<file path="src/rtl/pixel_intensity_histogram_unit_defines.svh">
// Assertion macros shared by the histogram RTL.
// The module that uses them must have clk_i and rst_ni in scope.
`ifndef PIXEL_INTENSITY_HISTOGRAM_UNIT_DEFINES_SVH
`define PIXEL_INTENSITY_HISTOGRAM_UNIT_DEFINES_SVH

// Same-cycle implication, checked at every rising clock edge out of reset.
`define PIH_ASSERT_IMP(label, ante, cons, msg) \
  label: assert property (@(posedge clk_i) disable iff (!rst_ni) (ante) |-> (cons)) \
    else $error(msg);

// Next-cycle implication, checked at every rising clock edge out of reset.
`define PIH_ASSERT_NXT(label, ante, cons, msg) \
  label: assert property (@(posedge clk_i) disable iff (!rst_ni) (ante) |=> (cons)) \
    else $error(msg);

`endif

</file>
<file path="src/rtl/pih_pkg.sv">
`timescale 1ns / 1ps
`default_nettype none

package pih_pkg;

  // Field widths.
  localparam int OpW    = 2;
  localparam int BinW   = 8;
  localparam int CountW = 21;

  localparam int NumBins = 2 ** BinW;

  // Largest frame; a bin never counts past it, nor past the field maximum.
  localparam int MaxRows       = 1024;
  localparam int MaxCols       = 1024;
  localparam int FramePixels   = MaxRows * MaxCols;
  localparam int CountFieldMax = (2 ** CountW) - 1;
  localparam logic [CountW-1:0] CountCeiling =
      CountW'((FramePixels < CountFieldMax) ? FramePixels : CountFieldMax);

  // Depth of the command queue between front and back.
  localparam int QueueDepth = 2;
  localparam int QPtrW      = (QueueDepth > 1) ? $clog2(QueueDepth) : 1;
  localparam int QCntW      = $clog2(QueueDepth + 1);

  typedef enum logic [OpW-1:0] {
    OpAdd   = 2'd0,
    OpRead  = 2'd1,
    OpClear = 2'd2
  } pih_op_e;

  typedef enum logic [1:0] {
    CmdAdd,
    CmdRead,
    CmdClear
  } pih_cmd_e;

  typedef enum logic {
    BkIdle,
    BkExec
  } pih_bk_state_e;

  typedef struct packed {
    pih_cmd_e          cmd;
    logic [BinW-1:0]   index;
  } pih_cmd_t;

  // Head of the command queue as seen by the back end.
  typedef struct packed {
    logic     valid;
    pih_cmd_t data;
  } pih_q_t;

endpackage

`default_nettype wire

</file>
<file path="src/rtl/pih_if.sv">
`timescale 1ns / 1ps
`default_nettype none

// Request channel: one histogram operation.
interface pih_req_if;
  logic       valid;
  logic       ready;
  logic [1:0] op;
  logic [7:0] pixel_value;

  modport source (output valid, output op, output pixel_value, input ready);
  modport sink   (input valid, input op, input pixel_value, output ready);
endinterface


`default_nettype wire

</file>
<file path="src/rtl/pih_front.sv">
`timescale 1ns / 1ps
`default_nettype none

module pih_front (
  input  wire logic            clk_i,
  input  wire logic            rst_ni,
  pih_req_if.sink              req_i,
  output pih_pkg::pih_q_t      q_head_o,
  input  wire logic            q_pop_i
);

  import pih_pkg::*;

  pih_cmd_t           fifo_q [QueueDepth];
  logic [QPtrW-1:0]   wr_ptr_q, wr_ptr_d;
  logic [QPtrW-1:0]   rd_ptr_q, rd_ptr_d;
  logic [QCntW-1:0]   cnt_q, cnt_d;

  pih_cmd_t           cls_cmd;
  logic               cls_keep;
  logic               accept;
  logic               push;
  logic               pop;

  // Classify the request; the unused code is taken and dropped here.
  always_comb begin
    cls_cmd.index = req_i.pixel_value;
    cls_cmd.cmd   = CmdAdd;
    cls_keep      = 1'b1;
    unique case (pih_op_e'(req_i.op))
      OpAdd:   cls_cmd.cmd = CmdAdd;
      OpRead:  cls_cmd.cmd = CmdRead;
      OpClear: cls_cmd.cmd = CmdClear;
      default: cls_keep    = 1'b0;
    endcase
  end

  assign req_i.ready = (cnt_q != QCntW'(QueueDepth));
  assign accept      = req_i.valid && req_i.ready;
  assign push        = accept && cls_keep;
  assign pop         = q_pop_i && (cnt_q != '0);

  assign q_head_o.valid = (cnt_q != '0);
  assign q_head_o.data  = fifo_q[rd_ptr_q];

  always_comb begin
    wr_ptr_d = wr_ptr_q;
    rd_ptr_d = rd_ptr_q;
    if (push) begin
      wr_ptr_d = (wr_ptr_q == QPtrW'(QueueDepth - 1)) ? '0 : wr_ptr_q + QPtrW'(1);
    end
    if (pop) begin
      rd_ptr_d = (rd_ptr_q == QPtrW'(QueueDepth - 1)) ? '0 : rd_ptr_q + QPtrW'(1);
    end
    cnt_d = cnt_q + QCntW'(push) - QCntW'(pop);
  end

  always_ff @(posedge clk_i or negedge rst_ni) begin
    if (!rst_ni) begin
      wr_ptr_q <= '0;
      rd_ptr_q <= '0;
      cnt_q    <= '0;
    end else begin
      wr_ptr_q <= wr_ptr_d;
      rd_ptr_q <= rd_ptr_d;
      cnt_q    <= cnt_d;
    end
  end

  always_ff @(posedge clk_i) begin
    if (push) begin
      fifo_q[wr_ptr_q] <= cls_cmd;
    end
  end

endmodule

`default_nettype wire

</file>
<file path="src/flat_wrapper.sv">
// flat-port wrapper written by rule: the top's interface ports become plain ports
module pih_front_flat import pih_pkg::*;
  (clk_i, rst_ni, q_head_o, q_pop_i, req_i_valid, req_i_op, req_i_pixel_value, req_i_ready);
  pih_req_if req_i_i ();
  input  wire logic clk_i;
  input  wire logic rst_ni;
  output pih_pkg::pih_q_t q_head_o;
  input  wire logic q_pop_i;
  input wire logic [$bits(req_i_i.valid)-1:0] req_i_valid;
  input wire logic [$bits(req_i_i.op)-1:0] req_i_op;
  input wire logic [$bits(req_i_i.pixel_value)-1:0] req_i_pixel_value;
  output wire logic [$bits(req_i_i.ready)-1:0] req_i_ready;
  assign req_i_i.valid = req_i_valid;
  assign req_i_i.op = req_i_op;
  assign req_i_i.pixel_value = req_i_pixel_value;
  assign req_i_ready = req_i_i.ready;
  pih_front u_core (.clk_i(clk_i), .rst_ni(rst_ni), .req_i(req_i_i), .q_head_o(q_head_o), .q_pop_i(q_pop_i));
endmodule
</file>
<file path="config.mk">
export PLATFORM = sky130hd
export DESIGN_NAME = pih_front_flat
export DESIGN_NICKNAME = d
export VERILOG_FILES = /design/src/rtl/pixel_intensity_histogram_unit_defines.svh /design/src/rtl/pih_pkg.sv /design/src/rtl/pih_if.sv /design/src/rtl/pih_front.sv /design/src/flat_wrapper.sv
export SDC_FILE = /design/constraint.sdc
export NUM_CORES = 1
export LEC_CHECK = 0
export BUFFER_PORTS_ARGS = -buffer_cell sky130_fd_sc_hd__buf_2
export CAP_MARGIN = 20
export CORE_MARGIN = 2
export CORE_UTILIZATION = 53
export DETAILED_ROUTE_END_ITERATION = 8
export GPL_TIMING_DRIVEN = 0
export PLACE_DENSITY = 0.89
export SKIP_LAST_GASP = 1
export SLEW_MARGIN = 20
export SYNTH_ARGS = -nofsm -noshare
export SYNTH_HDL_FRONTEND = slang
export SYNTH_SLANG_ARGS = --single-unit
</file>
<file path="constraint.sdc">
create_clock -name clk_i -period 3.9 [get_ports clk_i]
set_input_delay 0.195 -clock clk_i [delete_from_list [all_inputs] [get_ports clk_i]]
set_output_delay 0.195 -clock clk_i [all_outputs]
set_load 0.05 [all_outputs]
</file>
**Yosys cells after proc, flatten, opt, wreduce, memory -nomap -nowiden**

Memories as Yosys holds them, arrays and structs flattened.
Cells that the tools add are included.
Widths: inputs -> output; s select.

- Register bits: 4
- Bits in latches: 0
- RAM bits: 20
- ROM bits: 0
- Input port bits: 14
- Output and inout bits: 12
- Memories kept: 1

- Add/subtract/negate cells: 4
- Multipliers: 0
- Divide/modulo/power cells: 0
- $lt $le $gt $ge: 0
- Eq/ne operators: 3
- Shift operators: 0
- Mux-type cells: 6
- Bitwise operators: 0
- Reductions and logical operators: 6

Memory list:

| name | depth | width | rd ports | clocked after Yosys merged registers in | write ports | RTL line | text |
|---|---|---|---|---|---|---|---|
| u_core.fifo_q | 2 | 10 | 1 | 0 | 1 | pih_front.sv:14 | `pih_cmd_t fifo_q [QueueDepth];` |

Operator list:

| cell | number |
|---|---|
| $mux 1 | 5 |
| $pmux 2 s2 | 1 |
| $logic_and 1x1->1 | 3 |
| $reduce_or 3->1 | 1 |
| $add 1x1->1 const B | 2 |
| $add 2x1->2 | 1 |
| $eq 2x1->1 const B | 1 |
| $eq 2x2->1 const B | 1 |
| $logic_not 2->1 | 1 |
| $ne 2x2->1 const B | 1 |
| $reduce_bool 2->1 | 1 |
| $sub 2x1->2 | 1 |

**Longest topological paths before layout**

Gate-level depths: netlist of run 1.

- Depth after elaboration: 6
- Depth in mapped cells: 5

**Least setup slack after synthesis of run 1**

OpenSTA, ideal clock, no wires.

- Kind: register -> register
- From: reg u_core.cnt_q[1]
- To: mem u_core.fifo_q[1][0] in the netlist's numbering, enable pin
- Data arrival time: 1514 ps
- Required time: 3524 ps
- Path slack: 2010 ps
- Stages on the path, launching flop included: 4
- Path buffers: 0
- Clock period less this slack: 1890 ps
- Cells stage by stage: dfrtp_1 > nand2b_1 > nand3_2 > nor2_1

- Longest elaborated chain between the ends: 5

Ends and longest elaborated chain:

| element | RTL line | text |
|---|---|---|
| from (decl) | pih_front.sv:17 | `logic [QCntW-1:0] cnt_q, cnt_d;` |
| from (signal assigned) | pih_front.sv:66 | `cnt_q <= cnt_d;` |
| $ne 2x2->1 | pih_front.sv:38 | `assign req_i.ready = (cnt_q != QCntW'(QueueDepth));` |
| net req_i_ready | flat_wrapper.sv:12 | `output wire logic [$bits(req_i_i.ready)-1:0] req_i_ready;` |
| $logic_and 1x1->1 | pih_front.sv:39 | `assign accept = req_i.valid && req_i.ready;` |
| $logic_and 1x1->1 | pih_front.sv:40 | `assign push = accept && cls_keep;` |
| $mux 1 | pih_front.sv:71 | `if (push) begin` |
| $mux 1 (implied by the code) | pih_front.sv:72 | `fifo_q[wr_ptr_q] <= cls_cmd;` |
| to (decl) | pih_front.sv:14 |  |

The timed path passes the listed nets, and every way through them passes these cells.

**Worst setup path in the final report of run 1**

- From: reg u_core.cnt_q[1]
- To: mem u_core.fifo_q[0][2] in the netlist's numbering, enable pin

- Longest elaborated chain between the ends: 5

Ends and longest elaborated chain:

| element | RTL line |
|---|---|
| $ne 2x2->1 | pih_front.sv:38 |
| $logic_and 1x1->1 | pih_front.sv:39 |
| $logic_and 1x1->1 | pih_front.sv:40 |
| $mux 1 | pih_front.sv:71 |
| $mux 1 (implied by the code) | pih_front.sv:72 |

No other way between the ends.

==> impl_metrics.json, run 1 <==
{
  "status": "finished clean",
  "yosysTopAreaCellShare_pct": 63.3,
  "muxShareOfSynthArea_pct": 11.9,
  "drc": 0,
  "yosys_warnings": 0,
  "avgSynthCellArea_sq_um": 17.9,
  "die_h_um": 46.3,
  "num-nets-final": 99,
  "yosysTopAreaCell": "edfxtp_1",
  "slew_violations": 0,
  "fmax_mhz": 573,
  "timing.rr.end": "u_core.fifo_q[0][2]",
  "die-area_sq_um": 2140,
  "firstDrtPassIters": 2,
  "stdcell_count": 108,
  "synth_compound_area_share_pct": 0,
  "first_iter_violations": 8,
  "grt_use_total_pct": 14.2,
  "postRouteAntennaNets": 0,
  "dieWidth_um": 46.3,
  "cp_cell_sequence": "nand2b_1, nand3_2, nor2_1",
  "port_buffers": 25,
  "power_density_nw_per_um2": 797,
  "hold_class": "in -> reg",
  "ys_top_cells_by_area": "edfxtp_1 (63%), mux2_2 (12%), dfrtp_1 (11%)",
  "cp-end-kind": "register",
  "hold_depth": 1,
  "vias": 510,
  "hold_viol_final": 0,
  "fin_crit_sh_pct": 44.8,
  "synth_xor_xnor_area_share_pct": 4.62,
  "relSlewSlack_pct": 41.5,
  "synth_adder_area_share_pct": 1.32,
  "hpwl_um": 983,
  "clock_latency_ns": 0.30,
  "antenna_cells": 0,
  "rows": 15,
  "io_pins": 26,
  "cts.htree.levels": 1,
  "peakVddDrop_mv": 0.553,
  "timing_worst_setup_path_type": "reg -> reg",
  "setup.worst_path.start_class": "register",
  "setup_viol": 0,
  "maxCapViolations": 0,
  "cp_max_fo": 10,
  "hold_end": "u_core.fifo_q[0][0]",
  "rsz0062_at_grt": "no",
  "drt_wl_total_mm": 1.37,
  "cp_data_required_time_ns": 3.84,
  "setup_tns_ns": 0,
  "tightest_slew_ns": 0.874,
  "ys_ff_latch": 24,
  "via_per_inst": 4.72,
  "clkTransAtPathRegs_ns": 0.12,
  "leakagePower_nw": 0.455,
  "ys_seq_area_share_pct": 73.9,
  "crit_path_top_delay_cell": "nor2_1",
  "skew_ns": 0.00323,
  "max_stage_delay_ns": 0.69,
  "synth_cells": 53,
  "worst_ep_arrival_time_ns": 1.69,
  "grt_pass1_wl_mm": 2.03,
  "synth_top_family_by_area": "multiplexers",
  "area_delta_synth_final_pct": 20.3,
  "r2r_setup_slack_ns": 2.15,
  "cts-root-buf": "clkbuf_4",
  "cts_tree": "built",
  "clock_sinks": 24,
  "drive_above_1_share_pct": 49.4,
  "cts_max_path_buffers": 2,
  "hp-start": "req_i_pixel_value[0]",
  "synth_nets": 68,
  "period_needed_ns": 1.75,
  "synth_area_sq_um": 948,
  "coreArea_sq_um": 1710,
  "postLayoutCoreUtil_pct": 66.8,
  "post_drt_wl_per_cell_um": 12.7,
  "grt_max_degree": 14,
  "synth_cell_types": 16,
  "start_util_pct": 55.5,
  "cts_buffers": 3,
  "antenna_found_initial": 0,
  "grt_pass1_vias": 483,
  "overflow": 0,
  "yosys.area_share.simple_pct": 6.73,
  "worstReg2RegStart": "u_core.cnt_q[1]",
  "place_inst": 103,
  "gp_congestion": 0.653,
  "r2r_cells": 3
}
-- cells in the final DEF, fill, tap and decap left out --
cell type,netlist,layout
nor2b_1,2,2
dlygate4sd3_1,0,1
xor2_1,3,3
nand4b_1,1,1
edfxtp_1,20,20
and2_4,1,1
inv_1,2,2
nand2b_1,1,1
clkbuf_4,0,3
ha_1,1,1
or2_1,1,1
xnor2_1,2,2
nand2_1,1,1
buf_2,0,25
clkinv_1,0,1
buf_4,1,1
mux2_2,10,10
nand3_2,1,1
dfrtp_1,4,4
nor2_1,2,2
-- Yosys cell counts --
cell and instances:
nand2_1 1, nand4b_1 1, nor2b_1 2, buf_4 1
mux2_2 10, nand2b_1 1, and2_4 1, xnor2_1 2
ha_1 1, edfxtp_1 20, inv_1 2, or2_1 1
nor2_1 2, nand3_2 1, xor2_1 3, dfrtp_1 4
-- per-layer routing --
metal | up-vias | part of all wire (%) | global-route usage (%)
li1 | 252 | - | -
met5 | - | 0 | 0
met1 | 243 | 42 | 16.2
met3 | 2 | 3.8 | 3.92
met4 | 0 | 0.88 | 8.57
met2 | 13 | 53 | 23.6
-- state kept, by name, summed over array words and instances (netlist names) --
signal / count
u_core.cnt_q: 2
u_core.fifo_q: 20
u_core.rd_ptr_q: 1
u_core.wr_ptr_q: 1
-- power by group --
group / switching [mW] / internal, mW / leakage (nW)
logic: 0.298 / 0.137 / 0.208
registers: 0.0222 / 0.345 / 0.232
clock network: 0.0690 / 0.0373 / 0.0154
total: 0.389 / 0.520 / 0.455
-- critical path, delay by kind of cell (launching register included) --
kind | cells | cell delay, ns
and+or+nand+nor | 3 | 0.97
DFF | 1 | 0.42
-- logic make-up (layout without fill, tap and decap cells) --
group,count (synthesis),in the layout
buf+inv,3,33
fa+ha+maj,1,1
simple gates,10,10
xor+xnor,5,5
mux,10,10
flops,24,24
-- worst max path at each step --
stage,slack [ns],to,depth (start not counted),startpoint
after floorplan,2.01,u_core.fifo_q[1][0],3,u_core.cnt_q[1]
after global placement,2.21,u_core.fifo_q[0][2],3,u_core.cnt_q[1]
after detailed placement,2.14,u_core.fifo_q[0][5],3,u_core.cnt_q[1]
after CTS,2.12,u_core.fifo_q[0][2],3,u_core.cnt_q[1]
after global routing,2.04,u_core.fifo_q[0][2],3,u_core.cnt_q[1]
final,2.15,u_core.fifo_q[0][2],3,u_core.cnt_q[1]
-- what timing repair did --
action	CTS	global route
hold endpoints to repair	4	0
hold buffers	1	0
gates resized for setup	0	0
buffers inserted	0	0
-- through the flow --
stage | instance area, sq um | hold slack (ns) | power, mW | setup slack [ns]
3_3_place_gp | 1100 | 0.00388 | 0.800 | 2.21
4_1_cts | 1140 | 0.0652 | 0.915 | 2.12
6_report | 1140 | 0.0703 | 0.909 | 2.15
3_5_place_dp | 1100 | 0.00675 | 0.813 | 2.14
5_1_grt | 1140 | 0.0496 | 0.951 | 2.04
2_1_floorplan | 948 | -0.101 | 0.726 | 2.01
-- layout make-up --
class	count	area, sq um
well taps	25	31.3
flip-flops and latches	24	701
multi-input cells	26	233
clock buffers	3	22.5
clock inverters	1	3.75
repair buffers	26	135
plain buffers	1	7.51
inverters	2	7.51
fillers	128	567
Power figures use the tool's default switching activity.
==> run 2: changes to the inputs <==
--- a/config.mk
+++ b/config.mk
@@ -8,10 +8,10 @@
 export BUFFER_PORTS_ARGS = -buffer_cell sky130_fd_sc_hd__buf_2
 export CAP_MARGIN = 20
 export CORE_MARGIN = 2
-export CORE_UTILIZATION = 53
+export CORE_UTILIZATION = 49
 export DETAILED_ROUTE_END_ITERATION = 8
 export GPL_TIMING_DRIVEN = 0
-export PLACE_DENSITY = 0.89
+export PLACE_DENSITY = 0.83
 export SKIP_LAST_GASP = 1
 export SLEW_MARGIN = 20
 export SYNTH_ARGS = -nofsm -noshare
==> constraint.sdc (replaced) <==
create_clock -name clk_i -period 1.65 [get_ports clk_i]
set_input_delay 0.0825 -clock clk_i [delete_from_list [all_inputs] [get_ports clk_i]]
set_output_delay 0.0825 -clock clk_i [all_outputs]
set_load 0.05 [all_outputs]
==> run 2 against run 1 <==
Count of clock-buffer cells in the layout unchanged. Combinational power increased to 2.5 times the previous value. Via count increased by 7.6%. Register-to-register slack got worse by 2.1 ns. Final area increased by 8.6%. Clock skew increased by 0.0030 ns. Hold slack improved by 0.0011 ns. Critical path depth increased by 2. Flip-flop and latch count unchanged. Cell count increased by 8.3%.
==> impl_metrics.json, run 2 (synthesis gave the netlist of run 1 again) <==
{
  "final_cell_mix": "buf_2 (25), edfxtp_1 (20), mux2_2 (10)",
  "rsz0062_at_grt": "no",
  "reg_top3": "u_core.fifo_q x20, u_core.cnt_q x2",
  "grt_max_degree": 14,
  "drc": 0,
  "cts_max_path_buffers": 2,
  "firstDrtPassIters": 3,
  "ctsResizeCount": 0,
  "hold_class": "in -> reg",
  "period_needed_ns": 1.57,
  "cp_data_required_time_ns": 1.85,
  "fmax_mhz": 636,
  "largest_reg_flops": 20,
  "first_iter_violations": 3,
  "rows": 15,
  "vias": 549,
  "coreArea_sq_um": 1760,
  "layout_commonest_cell": "buf_2",
  "grt_pass1_vias": 589,
  "hold_viol_final": 0,
  "clkTransAtPathRegs_ns": 0.12,
  "peakVddDrop_mv": 0.960,
  "power_density_nw_per_um2": 1780,
  "post_dp_cell_area_sq_um": 1110,
  "grt_pass1_wl_mm": 2.28,
  "cp-end-kind": "register",
  "area_delta_synth_final_pct": 30.6,
  "timing_worst_setup_path_type": "reg -> reg",
  "clock_latency_ns": 0.30,
  "grt_use_total_pct": 14.9,
  "setup.worst_path.start_class": "register",
  "post_drt_wl_per_cell_um": 12.9,
  "via_per_inst": 4.69,
  "postLayoutCoreUtil_pct": 70.2,
  "skew_ns": 0.00621,
  "drive_above_1_share_pct": 50.0,
  "port_buffers": 25,
  "gp_congestion": 0.655,
  "slew_violations": 0,
  "dieWidth_um": 48.0,
  "maxCapViolations": 0,
  "cp_max_fo": 3,
  "cts.htree.levels": 1,
  "hold_depth": 2,
  "hpwl_mm": 1.07,
  "setup_tns_ns": 0,
  "tightest_slew_ns": 0.546,
  "cts_tree": "built",
  "status": "finished clean",
  "leakagePower_nw": 0.494,
  "regMostFlops": "u_core.fifo_q",
  "overflow": 0,
  "cts-root-buf": "clkbuf_4",
  "worst_ep_arrival_time_ns": 1.77,
  "antenna_cells": 0,
  "cts_buffers": 3,
  "fin_crit_sh_pct": 95.3,
  "stdcell_area_sq_um": 1240,
  "drt_wl_total_mm": 1.50,
  "r2r_cells": 5,
  "stdcell_count": 117,
  "relSlewSlack_pct": 63.6,
  "die_h_um": 48.0,
  "io_pins": 26,
  "die-area_sq_um": 2300,
  "antenna_found_initial": 0,
  "clock_sinks": 24,
  "num-nets-final": 108,
  "start_util_pct": 53.8,
  "setup_viol": 0,
  "postRouteAntennaNets": 0,
  "place_inst": 103
}
## run 2: cell count changes in the layout (fill, tap and decap cells not counted)
cell and change:
dlygate4sd3_1 +8, nand2b_1 -1, nor2_2 +2, nand2b_2 +1, or2_1 -1, buf_4 +1
or2_4 +1, nor2_1 -2
## run 2: path summary, 6_finish.rpt
kind | to | from | slack (ns)
worst max-delay path | u_core.cnt_q[1] | u_core.cnt_q[1] | 0.08
worst min-delay path | u_core.fifo_q[0][9] | req_i_op[0] | 0.07
worst max register to register | u_core.cnt_q[1] | u_core.cnt_q[1] | 0.08
worst min register to register | u_core.wr_ptr_q | u_core.wr_ptr_q | 0.53
max in group asynchronous | u_core.cnt_q[1] | rst_ni | 1.42
min in group asynchronous | u_core.wr_ptr_q | rst_ni | 0.10
## run 2: worst max-delay path: stages, from the launching register on
cell      delay [ns]
dfrtp_1         0.43
or2_4           0.24
and2_4          0.16
ha_1            0.31
nand4b_1        0.19
xnor2_1         0.14
## run 2: area by class of cell
| class | count | area [sq um] |
|---|---|---|
| Clock inverter | 1 | 3.75 |
| Buffer | 1 | 7.51 |
| Inverter | 2 | 7.51 |
| Tap cell | 25 | 31.3 |
| Multi-Input combinational cell | 26 | 243 |
| Timing Repair Buffer | 35 | 223 |
| Sequential cell | 24 | 701 |
| Fill cell | 133 | 526 |
| Clock buffer | 3 | 22.5 |
## run 2: stage by stage
step | worst slack, ns | power, mW | hold slack (ns)
detailed placement | 0.0738 | 1.96 | -0.104
global placement | 0.0919 | 1.93 | -0.108
finish | 0.0778 | 2.21 | 0.0714
global route | 0.00418 | 2.32 | 0.0700
CTS | 0.0562 | 2.21 | 0.0634
floorplan | 0.0179 | 1.75 | -0.213
## run 2: what timing repair did
| action | CTS | global route |
|---|---|---|
| endpoints found under the setup margin | 0 | 1 |
| buffers inserted | 0 | 1 |
| hold buffers | 9 | 0 |
| endpoints found under the hold margin | 20 | 0 |
## run 2: report_power, final
group          total (mW)  switching (mW)  internal [mW]
sequential          0.877          0.0616          0.815
combinational        1.09           0.720          0.368
clock               0.241           0.153         0.0882
total                2.21           0.934           1.27
## run 2: per-layer routing
layer	track usage [%]	wire length, um	vias to the layer above
met5	0	0	-
met4	4.86	11	0
met3	3.40	56	2
met2	29.9	847	16
met1	14.7	589	259
li1	-	-	272
